File: src/hdl/bcl_pkg.sv
`timescale 1ns / 1ps

package bcl_pkg;

	// Word widths
	localparam int SAMPLE_W   = 24;
	localparam int STATE_W    = 32;
	localparam int COEF_W     = 21;
	localparam int COEF_REG_W = 63;
	localparam int PROD_W     = COEF_W + STATE_W;
	localparam int ACC_W      = PROD_W + 3;
	localparam int FRAC_SHIFT = 18;
	localparam int CH_W       = 3;
	localparam int CNT_W      = 4;
	localparam int IDX_W      = 3;

	// Coefficient fields inside a packed stage register
	localparam int B0_LSB = 0;
	localparam int A1_LSB = COEF_W;
	localparam int A2_LSB = 2 * COEF_W;

	// Register map
	localparam int NUM_COEFF_REGS = 4;
	localparam int CREG_W         = 2;
	localparam logic [IDX_W-1:0] REG_CHANNELS = IDX_W'(NUM_COEFF_REGS);
	localparam logic [CNT_W-1:0] CHANNELS_RESET = CNT_W'(2);

	// Default sizing
	localparam int MAX_CHANNELS_DEF = 8;
	localparam int NUM_SECTIONS_DEF = 4;

	typedef enum logic [1:0] {
		MUL_B0,
		MUL_A1,
		MUL_A2
	} mul_op_t;

	typedef enum logic [1:0] {
		ADD_Y,
		ADD_N1,
		ADD_N2
	} add_op_t;

	typedef struct packed {
		logic    load_in;
		logic    mul_en;
		mul_op_t mul_op;
		add_op_t add_op;
		logic    y_en;
		logic    n1_en;
	} ctl_t;

endpackage

File: src/hdl/bcl_ram.sv
`timescale 1ns / 1ps

module bcl_ram #(
	parameter int WIDTH = 64,
	parameter int DEPTH = 32,
	localparam int AW = (DEPTH > 1) ? $clog2(DEPTH) : 1
) (
	input  logic             clk,
	input  logic             wr_en,
	input  logic [AW-1:0]    wr_addr,
	input  logic [WIDTH-1:0] wr_data,
	input  logic             rd_en,
	input  logic [AW-1:0]    rd_addr,
	output logic [WIDTH-1:0] rd_data
);

	logic [WIDTH-1:0] mem_q [DEPTH];

	// Write one entry, register the read word
	always_ff @(posedge clk) begin
		if (wr_en) begin
			mem_q[wr_addr] <= wr_data;
		end
		if (rd_en) begin
			rd_data <= mem_q[rd_addr];
		end
	end

endmodule

File: src/hdl/bcl_alu.sv
`timescale 1ns / 1ps

module bcl_alu (
	input  logic                                  clk,
	input  bcl_pkg::ctl_t                         ctl,
	input  logic [bcl_pkg::COEF_REG_W-1:0]        coeff,
	input  logic signed [bcl_pkg::SAMPLE_W-1:0]   sample,
	input  logic signed [bcl_pkg::STATE_W-1:0]    d1,
	input  logic signed [bcl_pkg::STATE_W-1:0]    d2,
	output logic signed [bcl_pkg::STATE_W-1:0]    y,
	output logic signed [bcl_pkg::STATE_W-1:0]    n1,
	output logic signed [bcl_pkg::STATE_W-1:0]    res
);

	localparam int RND_W = bcl_pkg::ACC_W - bcl_pkg::FRAC_SHIFT;
	localparam int OVF_W = RND_W - bcl_pkg::STATE_W + 1;
	localparam logic signed [bcl_pkg::ACC_W-1:0] HALF_LSB =
		bcl_pkg::ACC_W'(1) <<< (bcl_pkg::FRAC_SHIFT - 1);

	logic signed [bcl_pkg::COEF_W-1:0]  mul_a;
	logic signed [bcl_pkg::PROD_W-1:0]  prod;
	logic signed [bcl_pkg::PROD_W-1:0]  prod_q;
	logic signed [bcl_pkg::PROD_W-1:0]  bx_q;
	logic signed [bcl_pkg::STATE_W-1:0] y_q;
	logic signed [bcl_pkg::STATE_W-1:0] n1_q;
	logic signed [bcl_pkg::ACC_W-1:0]   term_a;
	logic signed [bcl_pkg::ACC_W-1:0]   term_p;
	logic signed [bcl_pkg::ACC_W-1:0]   term_d;
	logic signed [bcl_pkg::ACC_W-1:0]   sum;
	logic signed [RND_W-1:0]            rnd;
	logic                               ovf;

	// Pick the coefficient for the shared multiplier
	always_comb begin
		unique case (ctl.mul_op)
			bcl_pkg::MUL_B0: mul_a = coeff[bcl_pkg::B0_LSB +: bcl_pkg::COEF_W];
			bcl_pkg::MUL_A1: mul_a = coeff[bcl_pkg::A1_LSB +: bcl_pkg::COEF_W];
			bcl_pkg::MUL_A2: mul_a = coeff[bcl_pkg::A2_LSB +: bcl_pkg::COEF_W];
			default:         mul_a = coeff[bcl_pkg::B0_LSB +: bcl_pkg::COEF_W];
		endcase
	end

	assign prod = mul_a * y_q;

	// Sum with rounding: folding the delay word in above the dropped bits
	// gives the same result as rounding first and adding it afterwards
	always_comb begin
		unique case (ctl.add_op)
			bcl_pkg::ADD_Y: begin
				term_a = '0;
				term_p = bcl_pkg::ACC_W'(prod_q);
				term_d = bcl_pkg::ACC_W'(d1) <<< bcl_pkg::FRAC_SHIFT;
			end
			bcl_pkg::ADD_N1: begin
				term_a = bcl_pkg::ACC_W'(bx_q) <<< 1;
				term_p = -bcl_pkg::ACC_W'(prod_q);
				term_d = bcl_pkg::ACC_W'(d2) <<< bcl_pkg::FRAC_SHIFT;
			end
			bcl_pkg::ADD_N2: begin
				term_a = bcl_pkg::ACC_W'(bx_q);
				term_p = -bcl_pkg::ACC_W'(prod_q);
				term_d = '0;
			end
			default: begin
				term_a = '0;
				term_p = '0;
				term_d = '0;
			end
		endcase
		sum = term_a + term_p + term_d + HALF_LSB;
		rnd = sum[bcl_pkg::ACC_W-1:bcl_pkg::FRAC_SHIFT];
		ovf = (rnd[RND_W-1:bcl_pkg::STATE_W-1] != {OVF_W{rnd[bcl_pkg::STATE_W-1]}});
		if (ovf) begin
			res = rnd[RND_W-1] ? {1'b1, {(bcl_pkg::STATE_W-1){1'b0}}}
				: {1'b0, {(bcl_pkg::STATE_W-1){1'b1}}};
		end else begin
			res = rnd[bcl_pkg::STATE_W-1:0];
		end
	end

	// Hold product, b0*x, section output and the new first delay
	always_ff @(posedge clk) begin
		if (ctl.mul_en) begin
			prod_q <= prod;
		end
		if (ctl.y_en) begin
			bx_q <= prod_q;
		end
		if (ctl.load_in) begin
			y_q <= bcl_pkg::STATE_W'(sample);
		end else if (ctl.y_en) begin
			y_q <= res;
		end
		if (ctl.n1_en) begin
			n1_q <= res;
		end
	end

	assign y  = y_q;
	assign n1 = n1_q;

endmodule

File: src/hdl/bcl_seq.sv
`timescale 1ns / 1ps

module bcl_seq #(
	parameter int MAX_CHANNELS = bcl_pkg::MAX_CHANNELS_DEF,
	parameter int NUM_SECTIONS = bcl_pkg::NUM_SECTIONS_DEF,
	localparam int DEPTH = MAX_CHANNELS * NUM_SECTIONS,
	localparam int AW = (DEPTH > 1) ? $clog2(DEPTH) : 1
) (
	input  logic                        clk,
	input  logic                        arst_n,
	input  logic                        in_valid,
	input  logic                        bad,
	input  logic [bcl_pkg::CH_W-1:0]    ch,
	input  logic                        out_stall,
	output logic                        in_stall,
	output logic                        out_valid,
	output logic                        out_load,
	output bcl_pkg::ctl_t               ctl,
	output logic [bcl_pkg::CREG_W-1:0]  creg_sel,
	output logic                        rd_en,
	output logic [AW-1:0]               rd_addr,
	output logic                        wr_en,
	output logic [AW-1:0]               wr_addr
);

	localparam int SW = (NUM_SECTIONS > 1) ? $clog2(NUM_SECTIONS) : 1;

	typedef enum logic [2:0] {
		ST_IDLE,
		ST_RD,
		ST_YS,
		ST_M1,
		ST_N1,
		ST_N2,
		ST_FIN
	} state_t;

	state_t                      state_q;
	logic [SW-1:0]               sec_q;
	logic [AW-1:0]               base_q;
	logic [bcl_pkg::CREG_W-1:0]  creg_q;
	logic                        out_valid_q;
	logic                        last;
	logic [AW-1:0]               cur_addr;

	assign last     = (sec_q == SW'(NUM_SECTIONS - 1));
	assign cur_addr = base_q + AW'(ch);
	assign wr_addr  = cur_addr;
	assign in_stall = (state_q != ST_IDLE);
	assign out_valid = out_valid_q;

	// Decode the step into datapath and memory controls
	always_comb begin
		ctl         = '0;
		ctl.mul_op  = bcl_pkg::MUL_B0;
		ctl.add_op  = bcl_pkg::ADD_Y;
		rd_en       = 1'b0;
		rd_addr     = cur_addr;
		wr_en       = 1'b0;
		creg_sel    = creg_q;
		out_load    = 1'b0;
		unique case (state_q)
			ST_IDLE: begin
				ctl.load_in = in_valid;
			end
			ST_RD: begin
				ctl.mul_en = 1'b1;
				rd_en      = 1'b1;
			end
			ST_YS: begin
				ctl.add_op = bcl_pkg::ADD_Y;
				ctl.y_en   = 1'b1;
			end
			ST_M1: begin
				ctl.mul_en = 1'b1;
				ctl.mul_op = bcl_pkg::MUL_A1;
			end
			ST_N1: begin
				ctl.mul_en = 1'b1;
				ctl.mul_op = bcl_pkg::MUL_A2;
				ctl.add_op = bcl_pkg::ADD_N1;
				ctl.n1_en  = 1'b1;
			end
			ST_N2: begin
				// Write back this section, start the next one unless this is the last
				ctl.add_op = bcl_pkg::ADD_N2;
				wr_en      = 1'b1;
				creg_sel   = creg_q + 1'b1;
				rd_addr    = cur_addr + AW'(MAX_CHANNELS);
				if (!last) begin
					ctl.mul_en = 1'b1;
					rd_en      = 1'b1;
				end
			end
			ST_FIN: begin
				out_load = !out_valid_q || !out_stall;
			end
			default: begin
				ctl.load_in = 1'b0;
			end
		endcase
	end

	// Advance the sequencer, hold the result word until taken
	always_ff @(posedge clk or negedge arst_n) begin
		if (!arst_n) begin
			state_q     <= ST_IDLE;
			sec_q       <= '0;
			base_q      <= '0;
			creg_q      <= '0;
			out_valid_q <= 1'b0;
		end else begin
			unique case (state_q)
				ST_IDLE: begin
					if (in_valid) begin
						sec_q   <= '0;
						base_q  <= '0;
						creg_q  <= '0;
						state_q <= bad ? ST_FIN : ST_RD;
					end
				end
				ST_RD: state_q <= ST_YS;
				ST_YS: state_q <= ST_M1;
				ST_M1: state_q <= ST_N1;
				ST_N1: state_q <= ST_N2;
				ST_N2: begin
					if (last) begin
						state_q <= ST_FIN;
					end else begin
						sec_q   <= sec_q + 1'b1;
						base_q  <= base_q + AW'(MAX_CHANNELS);
						creg_q  <= creg_q + 1'b1;
						state_q <= ST_YS;
					end
				end
				ST_FIN: begin
					if (out_load) begin
						state_q <= ST_IDLE;
					end
				end
				default: state_q <= ST_IDLE;
			endcase
			if (out_load) begin
				out_valid_q <= 1'b1;
			end else if (!out_stall) begin
				out_valid_q <= 1'b0;
			end
		end
	end

endmodule

File: src/hdl/biquad_cascade_lowpass.sv
`timescale 1ns / 1ps

// Cascaded biquad low-pass for interleaved audio: each sample runs through
// NUM_SECTIONS transposed direct form II sections (b1 = 2*b0, b2 = b0) with
// per-channel delay words, and the last output is saturated to Q1.23. One
// 21x32 multiplier and one rounding adder are shared by all sections; each
// section steps through b0*x, y, a1*y and a2*y with the delay updates. A sample
// or a rejected channel holds the block until its result is loaded. The result
// sits in an output register, so the next sample is taken while it waits.
// Delay words live in one RAM of MAX_CHANNELS*NUM_SECTIONS entries; per-entry
// valid bits make them read as zero after reset, with no clearing pass.
module biquad_cascade_lowpass #(
	parameter int MAX_CHANNELS = bcl_pkg::MAX_CHANNELS_DEF,
	parameter int NUM_SECTIONS = bcl_pkg::NUM_SECTIONS_DEF
) (
	input  logic                                clk,
	input  logic                                arst_n,
	input  logic                                cfg_we,
	input  logic [bcl_pkg::IDX_W-1:0]           cfg_index,
	input  logic [bcl_pkg::COEF_REG_W-1:0]      cfg_data,
	input  logic                                in_valid,
	output logic                                in_stall,
	input  logic [bcl_pkg::CH_W-1:0]            channel,
	input  logic signed [bcl_pkg::SAMPLE_W-1:0] sample,
	input  logic                                block_end,
	output logic                                out_valid,
	input  logic                                out_stall,
	output logic [bcl_pkg::CH_W-1:0]            out_channel,
	output logic signed [bcl_pkg::SAMPLE_W-1:0] filtered_sample,
	output logic                                out_block_end,
	output logic                                bad_channel
);

	localparam int DEPTH = MAX_CHANNELS * NUM_SECTIONS;
	localparam int AW = (DEPTH > 1) ? $clog2(DEPTH) : 1;
	localparam int SW = bcl_pkg::STATE_W;
	localparam int OW = bcl_pkg::SAMPLE_W;

	logic [bcl_pkg::COEF_REG_W-1:0] stage_q [bcl_pkg::NUM_COEFF_REGS];
	logic [bcl_pkg::CNT_W-1:0]      chans_q;
	logic [bcl_pkg::CH_W-1:0]       ch_q;
	logic                           blk_q;
	logic                           bad_q;
	logic [DEPTH-1:0]               valid_q;
	logic                           rd_valid_q;

	logic                           accept;
	logic                           bad;
	logic                           out_load;
	bcl_pkg::ctl_t                  ctl;
	logic [bcl_pkg::CREG_W-1:0]     creg_sel;
	logic                           rd_en;
	logic                           wr_en;
	logic [AW-1:0]                  rd_addr;
	logic [AW-1:0]                  wr_addr;
	logic [2*SW-1:0]                rd_data;
	logic signed [SW-1:0]           d1;
	logic signed [SW-1:0]           d2;
	logic signed [SW-1:0]           y;
	logic signed [SW-1:0]           n1;
	logic signed [SW-1:0]           res;
	logic signed [OW-1:0]           y_sat;

	assign accept = in_valid && !in_stall;
	assign bad = ({1'b0, channel} >= chans_q) || (32'(channel) >= MAX_CHANNELS);

	// Configuration registers; unknown indexes are dropped
	always_ff @(posedge clk or negedge arst_n) begin
		if (!arst_n) begin
			for (int i = 0; i < bcl_pkg::NUM_COEFF_REGS; i++) begin
				stage_q[i] <= '0;
			end
			chans_q <= bcl_pkg::CHANNELS_RESET;
		end else if (cfg_we) begin
			if (cfg_index < bcl_pkg::REG_CHANNELS) begin
				stage_q[cfg_index[bcl_pkg::CREG_W-1:0]] <= cfg_data;
			end else if (cfg_index == bcl_pkg::REG_CHANNELS) begin
				chans_q <= cfg_data[bcl_pkg::CNT_W-1:0];
			end
		end
	end

	// Capture the item fields at accept
	always_ff @(posedge clk) begin
		if (accept) begin
			ch_q  <= channel;
			blk_q <= block_end;
			bad_q <= bad;
		end
	end

	// Track which delay entries were ever written
	always_ff @(posedge clk or negedge arst_n) begin
		if (!arst_n) begin
			valid_q    <= '0;
			rd_valid_q <= 1'b0;
		end else begin
			if (wr_en) begin
				valid_q[wr_addr] <= 1'b1;
			end
			if (rd_en) begin
				rd_valid_q <= valid_q[rd_addr];
			end
		end
	end

	assign d1 = rd_valid_q ? rd_data[2*SW-1:SW] : '0;
	assign d2 = rd_valid_q ? rd_data[SW-1:0] : '0;

	bcl_seq #(
		.MAX_CHANNELS (MAX_CHANNELS),
		.NUM_SECTIONS (NUM_SECTIONS)
	) u_seq (
		.clk       (clk),
		.arst_n    (arst_n),
		.in_valid  (in_valid),
		.bad       (bad),
		.ch        (ch_q),
		.out_stall (out_stall),
		.in_stall  (in_stall),
		.out_valid (out_valid),
		.out_load  (out_load),
		.ctl       (ctl),
		.creg_sel  (creg_sel),
		.rd_en     (rd_en),
		.rd_addr   (rd_addr),
		.wr_en     (wr_en),
		.wr_addr   (wr_addr)
	);

	bcl_alu u_alu (
		.clk    (clk),
		.ctl    (ctl),
		.coeff  (stage_q[creg_sel]),
		.sample (sample),
		.d1     (d1),
		.d2     (d2),
		.y      (y),
		.n1     (n1),
		.res    (res)
	);

	bcl_ram #(
		.WIDTH (2 * SW),
		.DEPTH (DEPTH)
	) u_delay_ram (
		.clk     (clk),
		.wr_en   (wr_en),
		.wr_addr (wr_addr),
		.wr_data ({n1, res}),
		.rd_en   (rd_en),
		.rd_addr (rd_addr),
		.rd_data (rd_data)
	);

	// Saturate the last section output to Q1.23
	always_comb begin
		if (y[SW-1:OW-1] != {(SW-OW+1){y[OW-1]}}) begin
			y_sat = y[SW-1] ? {1'b1, {(OW-1){1'b0}}} : {1'b0, {(OW-1){1'b1}}};
		end else begin
			y_sat = y[OW-1:0];
		end
	end

	// Output word register
	always_ff @(posedge clk) begin
		if (out_load) begin
			out_channel     <= ch_q;
			out_block_end   <= blk_q;
			bad_channel     <= bad_q;
			filtered_sample <= bad_q ? '0 : y_sat;
		end
	end

endmodule

File: config.mk
export PLATFORM = sky130hd
export DESIGN_NAME = biquad_cascade_lowpass
export DESIGN_NICKNAME = d
export VERILOG_FILES = /design/src/hdl/bcl_pkg.sv /design/src/hdl/bcl_ram.sv /design/src/hdl/bcl_alu.sv /design/src/hdl/bcl_seq.sv /design/src/hdl/biquad_cascade_lowpass.sv
export SDC_FILE = /design/constraint.sdc
export NUM_CORES = 2
export LEC_CHECK = 0
export ABC_AREA = 1
export BUFFER_PORTS_ARGS = -buffer_cell sky130_fd_sc_hd__buf_2
export CAP_MARGIN = 25
export CORE_MARGIN = 2
export CORE_UTILIZATION = 54
export CTS_CLUSTER_SIZE = 30
export DETAILED_ROUTE_END_ITERATION = 10
export PLACE_DENSITY = 0.7
export SYNTH_ARGS = -nofsm -noshare
export SYNTH_HDL_FRONTEND = slang
export SYNTH_HIERARCHICAL = 1
export SYNTH_SLANG_ARGS = --single-unit
export TNS_END_PERCENT = 20
File: constraint.sdc
create_clock -name clk -period 24.1 [get_ports clk]
set_input_delay 2.41 -clock clk [delete_from_list [all_inputs] [get_ports clk]]
set_output_delay 2.41 -clock clk [all_outputs]
set_load 0.01 [all_outputs]
Word-level counts from Yosys, hierarchy flattened:

Memories as Yosys holds them, arrays and structs flattened. A register that Yosys moved wholly into a read port is not among the register bits.
Cells that the tools add are included.

* memory bits (writable): 2048
* bits of input ports: 99
* register bits after elaboration: 506
* logic and storage cells: 133
* memories kept: 1

* multiplexer cells: 51
* $lt $le $gt $ge: 8
* bitwise logic cells: 4
* reduce and logical (&&, ||, !) cells: 18
* equality and inequality tests: 18
* $mul: 1
* $add $sub $neg: 9

Memory list
* u_delay_ram.mem_q: words 32, bits a word 64, read ports 1, clocked after Yosys merged registers in 1, write ports 1, RTL line bcl_ram.sv:17 `logic [WIDTH-1:0] mem_q [DEPTH];`

Operators by type and width (count)
* $pmux 56 s2: 3
* $bwmux 252: 1
* $mux 32: 6
* $mux 63: 3
* $bmux 63 s2: 1
* $demux 63 s2: 1
* $add 56x56->56: 2
* $add 56x19->56 const B: 1
* $neg 53->56: 1
* $mul 21x32->53: 1
* $mux 24: 2
* $pmux 21 s2: 1
* $or 32x32->32: 1
* $pmux 3 s7: 1
* $pmux 2 s2: 4
* $mux 5: 3
* $eq 3x3->1 const B: 4
* $lt 5x6->1 const B: 2
* $mux 1: 12
* $mux 3: 4
* $add 5x4->5 const B: 2
* $pmux 5 s2: 1
* $mux 2: 4
* $ne 8x8->1: 1
* 30 further kinds: 47

Depth between registers and ports, before layout:

* word-level depth: 12
* depth in mapped cells: 42
* mapped depth without buffers: 40

Hierarchy:

Netlist, hierarchy kept.

By module, submodules not included
* bcl_ram: sequential area each 63420.8 um^2, instances 1, cells each 6768, area each 83631.5 um^2
* bcl_alu: sequential area each 5104.9 um^2, instances 1, cells each 4718, area each 37658.6 um^2
* biquad_cascade_lowpass: sequential area each 8254.2 um^2, instances 1, cells each 1656, area each 14347.5 um^2
* bcl_seq: sequential area each 250.2 um^2, instances 1, cells each 107, area each 773.2 um^2

Worst setup path after synthesis:

No wires, ideal clock.

* path type: register to register
* from: register u_seq.state_q[2]
* to: register u_alu/prod_q[49] (netlist bit) (data pin)
* period minus slack after synthesis: 10274 ps
* cell stages (with the launch flop): 31
* arrival: 10000 ps
* path slack: 13826 ps
* setup time: 274 ps
* path buffers: 3
* cell sequence: dfrtp_1 -> inv_2 -> nor3_1 -> buf_4 -> inv_1 -> ha_1 -> clkbuf_1 -> a221o_1 -> o21ai_0 -> clkbuf_1 -> nor2_1 -> fa_1 -> inv_1 -> fa_1 -> inv_1 -> fa_1 -> inv_1 -> fa_1 -> inv_1 -> fa_1 -> inv_1 -> fa_1 -> fa_1 -> inv_1 -> ha_1 -> a21oi_1 -> o21a_1 -> o21ai_0 -> a311oi_1 -> o41ai_1 -> xor2_1

RTL lines
* start, declared: RTL line bcl_seq.sv:38 `state_t state_q;`
* start signal, assigned: RTL line bcl_seq.sv:119 `state_q <= bad ? ST_FIN : ST_RD;`
* end signal, assigned: RTL line bcl_alu.sv:84 `prod_q <= prod;`
* end, declared: RTL line bcl_alu.sv:22 `logic signed [bcl_pkg::PROD_W-1:0] prod_q;`

Final worst setup path:

* from: register u_seq.state_q[0]
* to: register u_alu/prod_q[45] (netlist bit) (data pin)

* longest elaborated chain between the ends: 8
* elaborated cells between the ends (all ways): 13
* those cells by class: 1 x mul; 5 x eq/ne; 6 x mux; 1 x bitwise

Ends and longest elaborated chain
* $eq 3x3->1: RTL line bcl_seq.sv:62 `unique case (state_q)`
* $mux 2: RTL line bcl_seq.sv:62
* named net creg_sel (one bit): RTL line biquad_cascade_lowpass.sv:51 `logic [bcl_pkg::CREG_W-1:0] creg_sel;`
* $not 2->3 (implied by the code): RTL line biquad_cascade_lowpass.sv:134 `.coeff (stage_q[creg_sel]),`
* $bmux 63 s2: RTL line biquad_cascade_lowpass.sv:134
* $mux 63 (implied by the code) (2 in a row): RTL line biquad_cascade_lowpass.sv:134
* $pmux 21 s2: RTL line bcl_alu.sv:35 `unique case (ctl.mul_op)`
* $mul 21x32->53: RTL line bcl_alu.sv:43 `assign prod = mul_a * y_q;`
* named net u_alu.prod (one bit): RTL line bcl_alu.sv:21 `logic signed [bcl_pkg::PROD_W-1:0] prod;`

The timed path passes the listed nets, and every way through them passes these cells. The select of a mux whose other input is x is not followed.
A chain may end at the register's enable or synchronous reset.

==> out/metrics.yaml <==
routing:
  drt_iter0_markers: 12510
  viasPerCell: 5.968
  wl_um: 422300
  wl_per_cell_um: 25.24
  firstDrtPassIters: 9
  ant_nets: 0
  drc: 0
  vias: 99830
sta:
  rsz0062_at_grt: "no"
  setup_viol: 0
  max_freq_mhz: 80.63
  finalCritPeriodShare_pct: 51.46
  setup_tns_ns: 0
  min_period_ns: 12.40
  worst_slew_pin_slew_ns: 1.443
  finClkSkew_ns: 0.1150
  hold_violations: 0
  drv_slew: 0
  max_slew_margin_pct: 3.823
critical_path:
  slowest_delay_ns: 0.83
  critPathBufInv: 11
  crit_slowest_cell: "clkinv_2"
  end_kind: "flip-flop"
  crit_family: "adder cells"
  cp.required_ns: 24.70
  rr_worst_depth: 36
  worstReg2RegStart: "u_seq/state_q[0]$_DFFE_PN0P_"
  crit_fanout: 83
  rr_endpoint: "u_alu/prod_q[45]$_DFFE_PP_"
  crit_type: "reg2reg"
  worstSetupStartpointType: "flip-flop"
  rrSetupSlack_ns: 11.70
  worstPathArrival_ns: 13.00
global_route:
  grt_first_pass_wirelength_um: 622600
  grt.met3_usage_pct: 6.015
  top_usage_layer: "met2"
  use_met2_pct: 51.26
  antenna_found_initial: 14
  first_global_vias: 97090
  overflow: 0
  met1_usage_pct: 44.83
  grt_usage_pct: 32.55
  grt_max_degree: 285
synthesis:
  synth_cell_types: 66
  yosys_warnings: 6
  ys_seq_area_share_pct: 56.47
  synth.avg_cell_area_um2: 10.30
  synth_edf_count: 2316
  synth-main-ff-cell: "edfxtp_1"
  netlist_instances: 13250
  synthArstFlopShare_pct: 11.43
  syn-cell-area_mm2: 0.1364
  syn-num-nets: 14270
  synth_seq_cells: 2615
job:
  max-cap-violations: 0
clock_network:
  clock-sinks: 2615
  root_buffer: "clkbuf_16"
  clk_pin_slew_worst_paths_ns: 0.06
  insertion_delay_ns: 0.96
  cts_tree: "yes"
  numCtsBuffers: 289
  htreeDepth: 5
  cts_resized: 0
  hold_buffers: 0
  clock_path_buffers: 4
  post_cts_buffers: 0
worst_hold_path:
  hold_end: "out_block_end$_DFFE_PP_"
  hold_depth: 0
  hold_start: "blk_q$_DFFE_PP_"
  hp-class: "reg2reg"
placed_design:
  portBuffers: 129
  gp_congestion: 0.9440
  place_hpwl_um: 252200
floorplanning:
  fp-row-count: 184
  start_util_pct: 54.31
  die_w_um: 506.6
  io_pins: 130
  die_h_um: 506.6
  core_area_mm2: 0.2512
  die-area_mm2: 0.2566
cells_and_area:
  regArea_mm2: 0.07703
  multiInputGateArea_mm2: 0.05112
  syn_to_final_growth_pct: 9.374
  drive_gt1_share_pct: 6.581
  fin_nets: 14190
  final.fill_count: 20550
run_status:
  status: "completed"
[metal layers]
layer | vias up | part of all wire, %
met4 | 10 | 4.6
met5 | - | 0.016
li1 | 43820 | -
met3 | 979 | 10
met1 | 49600 | 39
met2 | 5425 | 46
[cell type report]
class / instances / area share [%]
Antenna cell: 7 / 0.01174
Tap cell: 3348 / 2.808
Inverter: 1389 / 3.525
Clock buffer: 346 / 5.109
Multi-Input combinational cell: 8538 / 34.26
Timing Repair Buffer: 338 / 1.704
Clock inverter: 146 / 0.9502
Sequential cell: 2615 / 51.63
[worst reg2reg max path: cells and delay by family, from the launching register on]
kind,cells,cell delay [ns]
flip-flops,1,0.64
AND/OR/NAND/NOR,8,1.54
adder cells (fa/ha/maj),9,4.14
AO/OA/AOI/OAI,7,1.63
buffers and inverters,11,3.98
XOR/XNOR,1,0.15
[stage by stage]
stage / setup slack, ns / instance area, um2 / std cells / utilization, % / hold WS (ns)
6_report: 11.70 / 149200 / 16730 / 59.40 / 0.4192
5_1_grt: 11.10 / 149200 / 16720 / 59.40 / 0.4333
3_3_place_gp: 12.20 / 139800 / 16220 / 55.67 / 0.4095
2_1_floorplan: 13.83 / 136400 / 13250 / - / 0.4003
4_1_cts: 11.93 / 149000 / 16710 / 59.31 / 0.4206
3_5_place_dp: 11.99 / 139900 / 16220 / 55.71 / 0.4107
[cells in the final DEF, fill, tap and decap left out, types with 11 or more instances in the layout]
cell type  instances
nor4_1            17
a22oi_1           37
o21bai_1          44
nand2_2           37
xor2_1            54
clkinv_2          41
ha_1             213
fa_1             705
inv_1           1355
nand2_1         3678
buf_4            189
nand4_1           19
o21ai_0          486
nor3_1            37
o21ai_1           19
clkinv_1          68
nor2_4            37
a22o_1            31
xnor2_1           42
buf_12            11
o22ai_1           86
dfrtp_1          297
nor2_1           676
buf_2            128
nand3_1         1969
bufinv_16         26
inv_2             14
a31oi_1           18
a221o_1           21
edfxtp_1        2316
a21oi_1          204
clkbuf_1          45
or2_2             18
clkbuf_16        294
[cell families after synthesis]
family                   count (synthesis)  share of synthesized area (%)
adder cells (fa/ha/maj)                920                          12.32
buffers and inverters                 2096                          6.328
AND/OR/NAND/NOR                       6517                          20.06
XOR/XNOR                                97                         0.6228
flip-flops                            2615                          56.47
AO/OA/AOI/OAI                         1004                          4.199
[cell usage after synthesis, types with 21 or more instances]
cell type  instances  area (um2)
fa_1             705       14110
a221o_1           21       210.2
nand2_2           39       244.0
buf_1             68       255.2
inv_1           1359        5101
buf_4             45       337.8
ha_1             215        2690
o21ai_0          491        2457
buf_6             24       270.3
clkbuf_1         270        1013
buf_2            295        1476
a21oi_1          204        1021
nor2_1           710        2665
nand3_1         1969        9854
nor3_1            38       190.2
a22oi_1           37       277.8
edfxtp_1        2316       69550
o21bai_1          46       345.3
xor2_1            55       481.7
nand2_1         3678       13810
o21ai_1           21       105.1
dfrtp_1          298        7457
xnor2_1           42       367.9
o22ai_1           86       538.0
a22o_1            31       271.5
[flip-flops by register name (all words and copies together) (netlist names), 2 cells and up]
| signal | count |
|---|---|
| u_alu/prod_q | 53 |
| u_seq/sec_q | 2 |
| chans_q | 4 |
| out_channel | 3 |
| u_delay_ram/mem_q | 2048 |
| filtered_sample | 24 |
| stage_q | 252 |
| valid_q | 32 |
| u_seq/creg_q | 2 |
| ch_q | 3 |
| u_alu/n1 | 32 |
| u_seq/base_q | 2 |
| u_seq/state_q | 3 |
| u_alu/bx_q | 53 |
| u_alu/y | 32 |
| u_delay_ram/rd_data | 64 |
[worst max path at each step]
stage | endpoint | startpoint | cells past startpoint
3_5_place_dp | u_alu/prod_q[45]$_DFFE_PP_ | u_seq/state_q[0]$_DFFE_PN0P_ | 36
4_1_cts | u_alu/prod_q[45]$_DFFE_PP_ | u_seq/state_q[0]$_DFFE_PN0P_ | 36
5_1_grt | u_alu/prod_q[47]$_DFFE_PP_ | u_seq/state_q[0]$_DFFE_PN0P_ | 35
3_3_place_gp | u_alu/prod_q[45]$_DFFE_PP_ | u_seq/state_q[0]$_DFFE_PN0P_ | 36
2_1_floorplan | u_alu/prod_q[49]$_DFFE_PP_ | u_seq/state_q[2]$_DFFE_PN0P_ | 30
6_report | u_alu/prod_q[45]$_DFFE_PP_ | u_seq/state_q[0]$_DFFE_PN0P_ | 36
Power is left out: the tool's default activity adds up to more than one toggle a clock period on the data nets, which glitch-free logic cannot reach.
